[config.mk]
export PLATFORM = sky130hd
export DESIGN_NAME = tga_rle_pixel_decoder
export DESIGN_NICKNAME = d
export VERILOG_FILES = /design/src/rtl/trd_pkg.sv /design/src/rtl/trd_cfg_regs.sv /design/src/rtl/trd_decode_core.sv /design/src/rtl/tga_rle_pixel_decoder.sv
export SDC_FILE = /design/constraint.sdc
export NUM_CORES = 1
export LEC_CHECK = 0
export BUFFER_PORTS_ARGS = -buffer_cell sky130_fd_sc_hd__buf_2
export CORE_ASPECT_RATIO = 1.25
export CORE_MARGIN = 3
export CORE_UTILIZATION = 25
export CTS_CLUSTER_DIAMETER = 30
export DETAILED_ROUTE_END_ITERATION = 12
export PLACE_DENSITY = 0.43
export SETUP_SLACK_MARGIN = 0.05
export SYNTH_ARGS = -nofsm -noshare
export SYNTH_HDL_FRONTEND = slang
export SYNTH_HIERARCHICAL = 1
export SYNTH_SLANG_ARGS = --single-unit
[constraint.sdc]
create_clock -name clk -period 5.6 [get_ports clk]
set_input_delay 0.56 -clock clk [delete_from_list [all_inputs] [get_ports clk]]
set_output_delay 0.56 -clock clk [all_outputs]
set_load 0.05 [all_outputs]
[src/rtl/trd_pkg.sv]
`timescale 1ns / 1ps
// ----------------------------------------------------------------------------
// trd_pkg
// Shared types and constants for the run-length pixel decoder.
// ----------------------------------------------------------------------------
package trd_pkg;

  // header byte fields
  localparam logic [7:0]  COUNT_MASK = 8'h7f;
  localparam int unsigned BYTE_W     = 8;
  localparam int unsigned PIXEL_W    = 32;
  localparam int unsigned RUN_W      = 8;
  localparam int unsigned FRAME_W    = 25;

  // frame size limit, and the reset values of the registers
  localparam logic [FRAME_W-1:0] MAX_FRAME   = 25'h1000000;
  localparam logic [2:0]         BPP_RESET   = 3'd1;
  localparam logic [FRAME_W-1:0] TOTAL_RESET = 25'd1;

  // register map, by word index
  typedef enum logic {
    REG_BPP   = 1'b0,
    REG_TOTAL = 1'b1
  } reg_idx_t;

  // effective configuration seen by the decoder
  typedef struct packed {
    logic [1:0]         bpp_m1;  // pixel size less one
    logic [FRAME_W-1:0] total;   // pixels per frame, 1 .. 2^24
  } cfg_t;

  // one decoded result
  typedef struct packed {
    logic               emit;
    logic [PIXEL_W-1:0] pixel_value;
    logic [RUN_W-1:0]   run_length;
    logic               frame_end;
    logic               overrun;
  } result_t;

endpackage

[src/rtl/trd_cfg_regs.sv]
`timescale 1ns / 1ps
// ----------------------------------------------------------------------------
// trd_cfg_regs
// Configuration registers behind the bus port, with the clamped values
// that the decoder works from.
// ----------------------------------------------------------------------------
module trd_cfg_regs (
  input  logic          clk,
  input  logic          rst,
  input  logic          psel,
  input  logic          penable,
  input  logic          pwrite,
  input  logic [2:0]    paddr,
  input  logic [31:0]   pwdata,
  output logic [31:0]   prdata,
  output logic          pready,
  output trd_pkg::cfg_t cfg
);
  import trd_pkg::*;

  logic [2:0]         pixel_size;
  logic [FRAME_W-1:0] total_pixels;
  logic               wr_en;
  reg_idx_t           idx;

  assign pready = 1'b1;
  assign idx    = reg_idx_t'(paddr[2]);
  assign wr_en  = psel & penable & pwrite & pready;

  // register writes
  always_ff @(posedge clk) begin
    if (rst) begin
      pixel_size   <= BPP_RESET;
      total_pixels <= TOTAL_RESET;
    end else if (wr_en) begin
      case (idx)
        REG_BPP:   pixel_size   <= pwdata[2:0];
        REG_TOTAL: total_pixels <= pwdata[FRAME_W-1:0];
        default:   ;
      endcase
    end
  end

  // read back
  always_comb begin
    case (idx)
      REG_BPP:   prdata = {29'd0, pixel_size};
      REG_TOTAL: prdata = {7'd0, total_pixels};
      default:   prdata = 32'd0;
    endcase
  end

  // clamp pixel size to 1..4, stored less one
  always_comb begin
    case (pixel_size) inside
      3'd0, 3'd1: cfg.bpp_m1 = 2'd0;
      3'd2:       cfg.bpp_m1 = 2'd1;
      3'd3:       cfg.bpp_m1 = 2'd2;
      default:    cfg.bpp_m1 = 2'd3;
    endcase
  end

  // clamp frame size to 1..2^24
  always_comb begin
    if (total_pixels == '0) begin
      cfg.total = TOTAL_RESET;
    end else if (total_pixels > MAX_FRAME) begin
      cfg.total = MAX_FRAME;
    end else begin
      cfg.total = total_pixels;
    end
  end

endmodule

[src/rtl/trd_decode_core.sv]
`timescale 1ns / 1ps
// ----------------------------------------------------------------------------
// trd_decode_core
// Packet and pixel state of the decoder; takes one byte per advance and
// produces at most one result.
// ----------------------------------------------------------------------------
module trd_decode_core (
  input  logic             clk,
  input  logic             rst,
  input  logic             advance,
  input  logic [7:0]       data_byte,
  input  trd_pkg::cfg_t    cfg,
  output trd_pkg::result_t result
);
  import trd_pkg::*;

  // decoder state
  logic [RUN_W-1:0]   packet_left, packet_left_next;
  logic               repeat_mode, repeat_mode_next;
  logic [1:0]         byte_position, byte_position_next;
  logic [PIXEL_W-1:0] pixel_gather, pixel_gather_next;
  logic [FRAME_W-1:0] pixels_decoded, pixels_decoded_next;
  logic               clipped, clipped_next;

  // header path
  logic [RUN_W-1:0]   count;
  logic [FRAME_W-1:0] remaining;
  logic               over;

  // pixel path
  logic [PIXEL_W-1:0] gathered;
  logic               pixel_done;
  logic [RUN_W-1:0]   run;
  logic [RUN_W-1:0]   left_after;
  logic [FRAME_W:0]   sum;
  logic               fend;

  // packet header: count and pixels left in the frame
  always_comb begin
    count     = {1'b0, data_byte[6:0] & COUNT_MASK[6:0]} + 8'd1;
    remaining = (pixels_decoded < cfg.total) ? (cfg.total - pixels_decoded)
                                             : TOTAL_RESET;
    over      = {{(FRAME_W-RUN_W){1'b0}}, count} > remaining;
  end

  // pixel byte: gather and finish a pixel
  always_comb begin
    gathered   = pixel_gather |
                 ({{(PIXEL_W-BYTE_W){1'b0}}, data_byte} << {byte_position, 3'b000});
    pixel_done = byte_position >= cfg.bpp_m1;
    run        = repeat_mode ? packet_left : 8'd1;
    left_after = repeat_mode ? '0 : packet_left - 8'd1;
    sum        = {1'b0, pixels_decoded} + {{(FRAME_W+1-RUN_W){1'b0}}, run};
    fend       = sum >= {1'b0, cfg.total};
  end

  // next state and result
  always_comb begin
    packet_left_next    = packet_left;
    repeat_mode_next    = repeat_mode;
    byte_position_next  = byte_position;
    pixel_gather_next   = pixel_gather;
    pixels_decoded_next = pixels_decoded;
    clipped_next        = clipped;
    result.emit         = 1'b0;
    result.pixel_value  = gathered;
    result.run_length   = run;
    result.frame_end    = fend;
    result.overrun      = clipped & (left_after == '0);
    if (packet_left == '0) begin
      packet_left_next   = over ? remaining[RUN_W-1:0] : count;
      clipped_next       = over;
      repeat_mode_next   = data_byte[7];
      byte_position_next = 2'd0;
      pixel_gather_next  = '0;
    end else if (pixel_done) begin
      result.emit         = 1'b1;
      packet_left_next    = left_after;
      pixels_decoded_next = fend ? '0 : sum[FRAME_W-1:0];
      if (left_after == '0) begin
        clipped_next = 1'b0;
      end
      byte_position_next = 2'd0;
      pixel_gather_next  = '0;
    end else begin
      byte_position_next = byte_position + 2'd1;
      pixel_gather_next  = gathered;
    end
  end

  // state registers
  always_ff @(posedge clk) begin
    if (rst) begin
      packet_left    <= '0;
      repeat_mode    <= 1'b0;
      byte_position  <= 2'd0;
      pixel_gather   <= '0;
      pixels_decoded <= '0;
      clipped        <= 1'b0;
    end else if (advance) begin
      packet_left    <= packet_left_next;
      repeat_mode    <= repeat_mode_next;
      byte_position  <= byte_position_next;
      pixel_gather   <= pixel_gather_next;
      pixels_decoded <= pixels_decoded_next;
      clipped        <= clipped_next;
    end
  end

endmodule

[src/rtl/tga_rle_pixel_decoder.sv]
`timescale 1ns / 1ps
// ----------------------------------------------------------------------------
// tga_rle_pixel_decoder
// Run-length image stream decoder: header and pixel bytes in, pixels with
// run lengths out.
// ----------------------------------------------------------------------------
// The block takes one stream byte per clock and sustains that rate while the
// pixel side keeps up. A byte is held in an input register and decoded there
// against the packet state, and a finished pixel lands in the output
// register, from which the result is presented. Header bytes and bytes
// inside a pixel give no result. The input register and the output register
// part the two sides: a new byte is taken while a result waits, and the byte
// side stalls only when the waiting result is itself stalled. A repeat
// packet yields one result carrying its whole run length. Program the pixel
// size in bytes (address 0) and total_pixels (address 4) while the stream is
// idle.
module tga_rle_pixel_decoder (
  input  logic        clk,
  input  logic        rst,
  // configuration
  input  logic        psel,
  input  logic        penable,
  input  logic        pwrite,
  input  logic [2:0]  paddr,
  input  logic [31:0] pwdata,
  output logic [31:0] prdata,
  output logic        pready,
  // byte stream
  input  logic        byte_valid,
  output logic        byte_stall,
  input  logic [7:0]  data_byte,
  // decoded pixels
  output logic        pixel_valid,
  input  logic        pixel_stall,
  output logic [31:0] pixel_value,
  output logic [7:0]  run_length,
  output logic        frame_end,
  output logic        overrun
);
  import trd_pkg::*;

  cfg_t       cfg;
  result_t    result;
  logic       hold_valid;
  logic [7:0] hold_byte;
  logic       advance;

  trd_cfg_regs u_cfg (
    .clk     (clk),
    .rst     (rst),
    .psel    (psel),
    .penable (penable),
    .pwrite  (pwrite),
    .paddr   (paddr),
    .pwdata  (pwdata),
    .prdata  (prdata),
    .pready  (pready),
    .cfg     (cfg)
  );

  // decode a held byte when the output slot is free or being emptied
  assign advance    = hold_valid & (~pixel_valid | ~pixel_stall);
  assign byte_stall = hold_valid & ~advance;

  // input register
  always_ff @(posedge clk) begin
    if (rst) begin
      hold_valid <= 1'b0;
    end else if (!byte_stall) begin
      hold_valid <= byte_valid;
    end
  end

  always_ff @(posedge clk) begin
    if (byte_valid && !byte_stall) begin
      hold_byte <= data_byte;
    end
  end

  trd_decode_core u_core (
    .clk       (clk),
    .rst       (rst),
    .advance   (advance),
    .data_byte (hold_byte),
    .cfg       (cfg),
    .result    (result)
  );

  // output register
  always_ff @(posedge clk) begin
    if (rst) begin
      pixel_valid <= 1'b0;
    end else if (advance && result.emit) begin
      pixel_valid <= 1'b1;
    end else if (!pixel_stall) begin
      pixel_valid <= 1'b0;
    end
  end

  always_ff @(posedge clk) begin
    if (advance && result.emit) begin
      pixel_value <= result.pixel_value;
      run_length  <= result.run_length;
      frame_end   <= result.frame_end;
      overrun     <= result.overrun;
    end
  end

endmodule
# Word level (Yosys, flattened, before mapping)
# Index checks and enable logic that the tools add are counted.
[totals] memories=0 in_bits=50 ram_bits=0 regBits=149 romBits=0 latchBits=0 output_inout_bits=77
[classes] reduce_logical=16 n_lt_le_gt_ge=5 addsub=5 div_mod_pow=0 n_bitwise=12 n_mux=24 shift=1 multipliers=0 n_eq_ne=4
[op_table] op="25-bit two-way mux" count=4
[op_table] op="32-bit two-way mux" count=2
[op_table] op="32-bit case mux with 2 select lines" count=1
[op_table] op="8-bit two-way mux" count=5
[op_table] op="32-bit OR" count=1
[op_table] op="8-bit by 5-bit << shifter with 32-bit output" count=1
[op_table] op="25-bit by 8-bit adder with 26-bit output" count=1
[op_table] op="26-bit by 25-bit >= comparator with 1-bit output" count=1
[op_table] op="25-bit greater-than comparator (second input constant)" count=1
[op_table] op="8-bit by 25-bit greater-than comparator with 1-bit output" count=1
[op_table] op="25-bit logical NOT" count=1
[op_table] op="25-bit < comparator" count=1
[op_table] op="25-bit subtractor" count=1
[op_table] op="8-bit logical NOT" count=2
[op_table] op="7-bit by 1-bit adder with 8-bit output (second input constant)" count=1
[op_table] op="1-bit two-way mux" count=8
[op_table] op="2-bit two-way mux" count=4
[op_table] op="2-bit AND reduction" count=4
[op_table] op="8-bit by 1-bit subtractor with 8-bit output (second input constant)" count=1
[op_table] op="3-bit by 2-bit equality test with 1-bit output (second input constant)" count=2
[op_table] op="3-bit AND reduction" count=2
[op_table] op="1-bit AND" count=5
[op_table] op="1-bit inverter" count=5
[op_table] op="2-bit nonzero test" count=2
[op_table] op="9 further kinds" count=10

# Logic depth before layout (Yosys ltp)
[logic_depth] ltp_word=9 depth_mapped=24 mapped_depth_nobuf=22

# Cells and area by module
# The synthesis kept the hierarchy.
[by_module_without_submodules] mod="trd_decode_core" cells_each=838 area_per_inst_um2=6398.6 n_inst=1
[by_module_without_submodules] mod="tga_rle_pixel_decoder" cells_each=62 area_per_inst_um2=1595.3 n_inst=1
[by_module_without_submodules] mod="trd_cfg_regs" cells_each=198 area_per_inst_um2=1486.4 n_inst=1

# Worst setup path after synthesis
# Ideal clock, no wire load.
[synth_path] kind="register to register" from="register u_cfg.total_pixels[24]" to="register u_core.packet_left[1]" t_arrival_ns=4.650 n_path_buf=3 setup_time_ns=0.122 path_slack_ns=0.828 stages_incl_launch_ff=23 cell_sequence="dfxtp_1 clkbuf_1 nor2b_1 ha_1 buf_2 nand2_2 nor3_2 o311ai_1 and3_4 or3_4 a211oi_4 buf_6 nand2_1 ha_1 nor2b_1 o21a_1 o21bai_1 a31oi_1 o21ai_0 a2111oi_4 nand4b_2 or2_1 a221o_1"
[synth_rtl] item="start: declaration" line_no="trd_cfg_regs.sv:22" rtl="logic [FRAME_W-1:0] total_pixels;"
[synth_rtl] item="start signal: assignment" line_no="trd_cfg_regs.sv:38" rtl="REG_TOTAL: total_pixels <= pwdata[FRAME_W-1:0];"
[synth_rtl] item="end signal: assignment" line_no="trd_decode_core.sv:101" rtl="packet_left <= packet_left_next;"
[synth_rtl] item="end: declaration" line_no="trd_decode_core.sv:18" rtl="logic [RUN_W-1:0] packet_left, packet_left_next;"

==> flow_summary_export.csv <==
group,metric,value,unit
status,status,"finished clean",
routing,dr.pass1.iters,5,
floorplan,die_area,40310,um2
min_path,holdPathEnd,"hold_byte[1]",
timing,rsz0062_at_grt,"no",
placement,dp_hpwl,22520,um
global_route,grt_use_total,0.1445,
pwr,seqPwrFrac,0.367,
synthesis,synth_seq_cells,149,
clock_tree,cts_setup_buffers,0,
synthesis,synth.largest_area_cell,"dfxtp_1",
timing,holdWs,281.8,ps
setup_path,worst_path_most_repeated_cell,"buf_4",
pwr,combPwrFrac,0.300,
min_path,hold_depth,1,
final_layout,regArea,3483,um2
global_route,grt_antenna_before_repair,0,
min_path,min_from,"data_byte[1]",
routing,wl_per_cell,17.13,um
synthesis,synthTopCellsByCount,"nand2_1, dfxtp_1, a21oi_1",
final_layout,drive_above_1_share,0.1705,
timing,min_period_over_period,0.9153,
floorplan,initial_utilization,0.2537,
clock_tree,clk_latency,450,ps
synthesis,synth_top_area_frac,0.2091,
synthesis,synth_edf_count,50,
synthesis,synth-warning-count,6,
synthesis,avgSynthCellArea,8.634,um2
pwr,internal_power,2.193,mW
routing,vias_per_cell,4.811,
placement,io_buffer_count,109,
pwr,vdd_drop_max,0.1992,mV
synthesis,synth_area_leaders,"dfxtp_1, edfxtp_1, ha_1",
timing,tightestPinTransition,1006,ps
clock_tree,clk_pin_slew,70,ps
routing,wirelength,29130,um
placement,dpl-instance-area,10590,um2
timing,fin_worst_skew,11.43,ps
clock_tree,cts_htree_levels,4,
routing,drtIter0Drc,480,
timing,slew_headroom,0.3267,
setup_path,regToRegSetupSlack,470,ps
clock_tree,cts_made_buffers,17,
final_layout,antenna_cells,0,
synthesis,synth_most_common_cell,"nand2_1",
setup_path,critPathRequiredTime,5990,ps
flow_run,cap_violations,0,
synthesis,ys.flop_type,"dfxtp_1",
timing,fin_crit,5126,ps
clock_tree,cts.repair.resized,0,
setup_path,r2r-start,"u_cfg/total_pixels[17]",
clock_tree,root_buffer,"clkbuf_16",
global_route,grt-ovfl-total,0,
synthesis,netlist_area,9480,um2
pwr,cellLeakagePower,4.893,nW
final_layout,final_area,11220,um2
global_route,grt_pass1_vias,8275,
setup_path,arrival,5510,ps
setup_path,endpoint_kind,"register",
setup_path,reg2reg_to,"u_core/packet_left[7]",
setup_path,critPathLaunchType,"register",
floorplan,io_pins,127,
final_layout,fill_cells,4055,
setup_path,cpMaxStageDelayCell,"or3_4",
pwr,switching_power,1.281,mW
floorplan,rows,79,
synthesis,syn_inst,1098,
timing,tns,0,ps
routing,vias,8178,
floorplan,die_h,223.7,um
clock_tree,cts_tree,"built",
timing,fmaxAchievable,0.1951,GHz
synthesis,synthArstFlopShare,0,
setup_path,path_class,"reg -> reg",
synthesis,yosysSeqAreaShare,0.3674,
pwr,cellPowerDensity,309.6,nW/um2
synthesis,synth_cell_types,82,
setup_path,critical-path-max-stage-delay,340,ps
pwr,p_clk_frac,0.333,
timing,setup_violations,0,
setup_path,cp_num_buf_inv,5,
routing,ant_nets,0,
setup_path,path_delay_family,"compound AO/OA/AOI/OAI gates",
placement,place.gp.congestion,0.8481,
floorplan,coreArea,37360,um2
clock_tree,holdBufCountCts,0,
global_route,grt_pass1_wl,46240,um
final_layout,syn2layout_area_growth,18.38,%
setup_path,crit_fanout,13,
timing,report.final.slew_viol_count,0,
final_layout,final_nets,1323,
min_path,worstHoldPathType,"in -> reg",
routing,drc,0,
global_route,grt_max_degree,42,
clock_tree,cts.sinks,149,
setup_path,reg2reg_depth,26,
floorplan,die_x,180.2,um
pwr,swShare,0.3687,
clock_tree,clk_path_buf_depth,2,
timing,hold_viol_final,0,
final_layout,multi_input_area,5441,um2
-- final cells by class --
cell class | instances | area share
well taps | 486 | 0.05418
clock buffers | 17 | 0.03790
flip-flops and latches | 149 | 0.3104
multi-input cells | 815 | 0.4848
inverters | 76 | 0.02542
clock inverters | 15 | 0.01438
repair buffers | 142 | 0.07291
-- through the flow --
step,power [mW],utilization,cells,setup WS (ps)
6_report,3.474,0.3004,1700,474.2
5_1_grt,3.658,0.3004,1700,47.50
4_1_cts,3.514,0.2991,1700,165.2
3_5_place_dp,2.332,0.2834,1668,216.1
3_3_place_gp,2.337,0.2834,1668,221.6
2_1_floorplan,2.033,-,1104,828.3
-- power groups by stage --
stage / clock network, mW / registers (mW) / logic (mW)
5_1_grt: 1.23 / 1.29 / 1.14
2_1_floorplan: 0 / 1.42 / 0.609
6_report: 1.16 / 1.28 / 1.04
3_5_place_dp: 0 / 1.30 / 1.03
4_1_cts: 1.20 / 1.28 / 1.04
3_3_place_gp: 0 / 1.30 / 1.04
-- layout by cell type, fill, tap and decap left out, types with 15 or more instances in the layout --
cell / n
nand4_1: 15
clkbuf_16: 17
edfxtp_1: 50
buf_4: 31
nor2_1: 83
nand2_1: 113
ha_1: 70
xnor2_1: 38
a21oi_1: 91
buf_2: 109
o21ai_0: 49
dfxtp_1: 99
and2_1: 33
nor2b_1: 31
a21o_1: 46
inv_1: 75
nand3_1: 18
a22o_1: 19
-- cells by family (layout without fill, tap and decap cells) --
logic type / Yosys count / count (layout) / synth area share
xor gates and xnor gates: 46 / 46 / 0.04250
muxes: 7 / 7 / 0.007655
buffers and inverters: 140 / 250 / 0.06731
DFF: 149 / 149 / 0.3674
adders and majority gates: 72 / 72 / 0.09661
AOI/OAI and AO/OA: 314 / 314 / 0.2205
and+or+nand+nor: 368 / 368 / 0.1972
other: 2 / 8 / 0.0007922
-- worst max-delay path by stage --
stage / from / to / slack (ps) / depth (start not counted)
final: u_cfg/total_pixels[17] / u_core/packet_left[7] / 470 / 26
after global routing: u_cfg/total_pixels[17] / u_core/packet_left[7] / 50 / 26
after CTS: u_cfg/total_pixels[17] / u_core/clipped / 170 / 26
after detailed placement: u_cfg/total_pixels[17] / u_core/packet_left[5] / 220 / 26
after global placement: u_cfg/total_pixels[17] / u_core/packet_left[1] / 220 / 25
after floorplan: u_cfg/total_pixels[24] / u_core/packet_left[1] / 830 / 22
-- sequential cells by signal (all words and copies together), names as in the netlist, 2 cells and up --
signal                 flops
hold_byte                  8
run_length                 8
u_core/packet_left         8
u_cfg/total_pixels        25
u_core/byte_position       2
u_core/pixel_gather       32
u_cfg/pixel_size           3
u_core/pixels_decoded     25
pixel_value               32
-- worst reg2reg max path, cell delays in order, from the launching register on --
cell and delay, ps:
dfxtp_1 320, nor4_2 270, buf_4 150, nand4_1 110
o22ai_1 160, buf_4 170, inv_1 50, ha_1 190
nand2b_1 170, a21oi_2 170, o311ai_1 100, and3_4 230
or3_4 350, a211oi_4 280, buf_12 160, nand2_1 100
ha_1 300, nor2b_1 130, o21a_1 120, o21bai_1 70
a31oi_2 190, o21ai_2 100, a2111oi_4 340, nand4b_4 170
buf_4 220, o41a_1 310, a21oi_1 140
-- metal layers --
| layer | global-route usage | share of wire | wire, um | vias to the layer above |
|---|---|---|---|---|
| met5 | 0 | 0 | 0 | - |
| met4 | 0.04607 | 0.017 | 484 | 0 |
| met3 | 0.02176 | 0.029 | 855 | 31 |
| met2 | 0.2545 | 0.50 | 14590 | 137 |
| met1 | 0.1820 | 0.45 | 13190 | 3906 |
| li1 | - | - | - | 4104 |
Note: power is estimated with default switching activity, not from simulation.
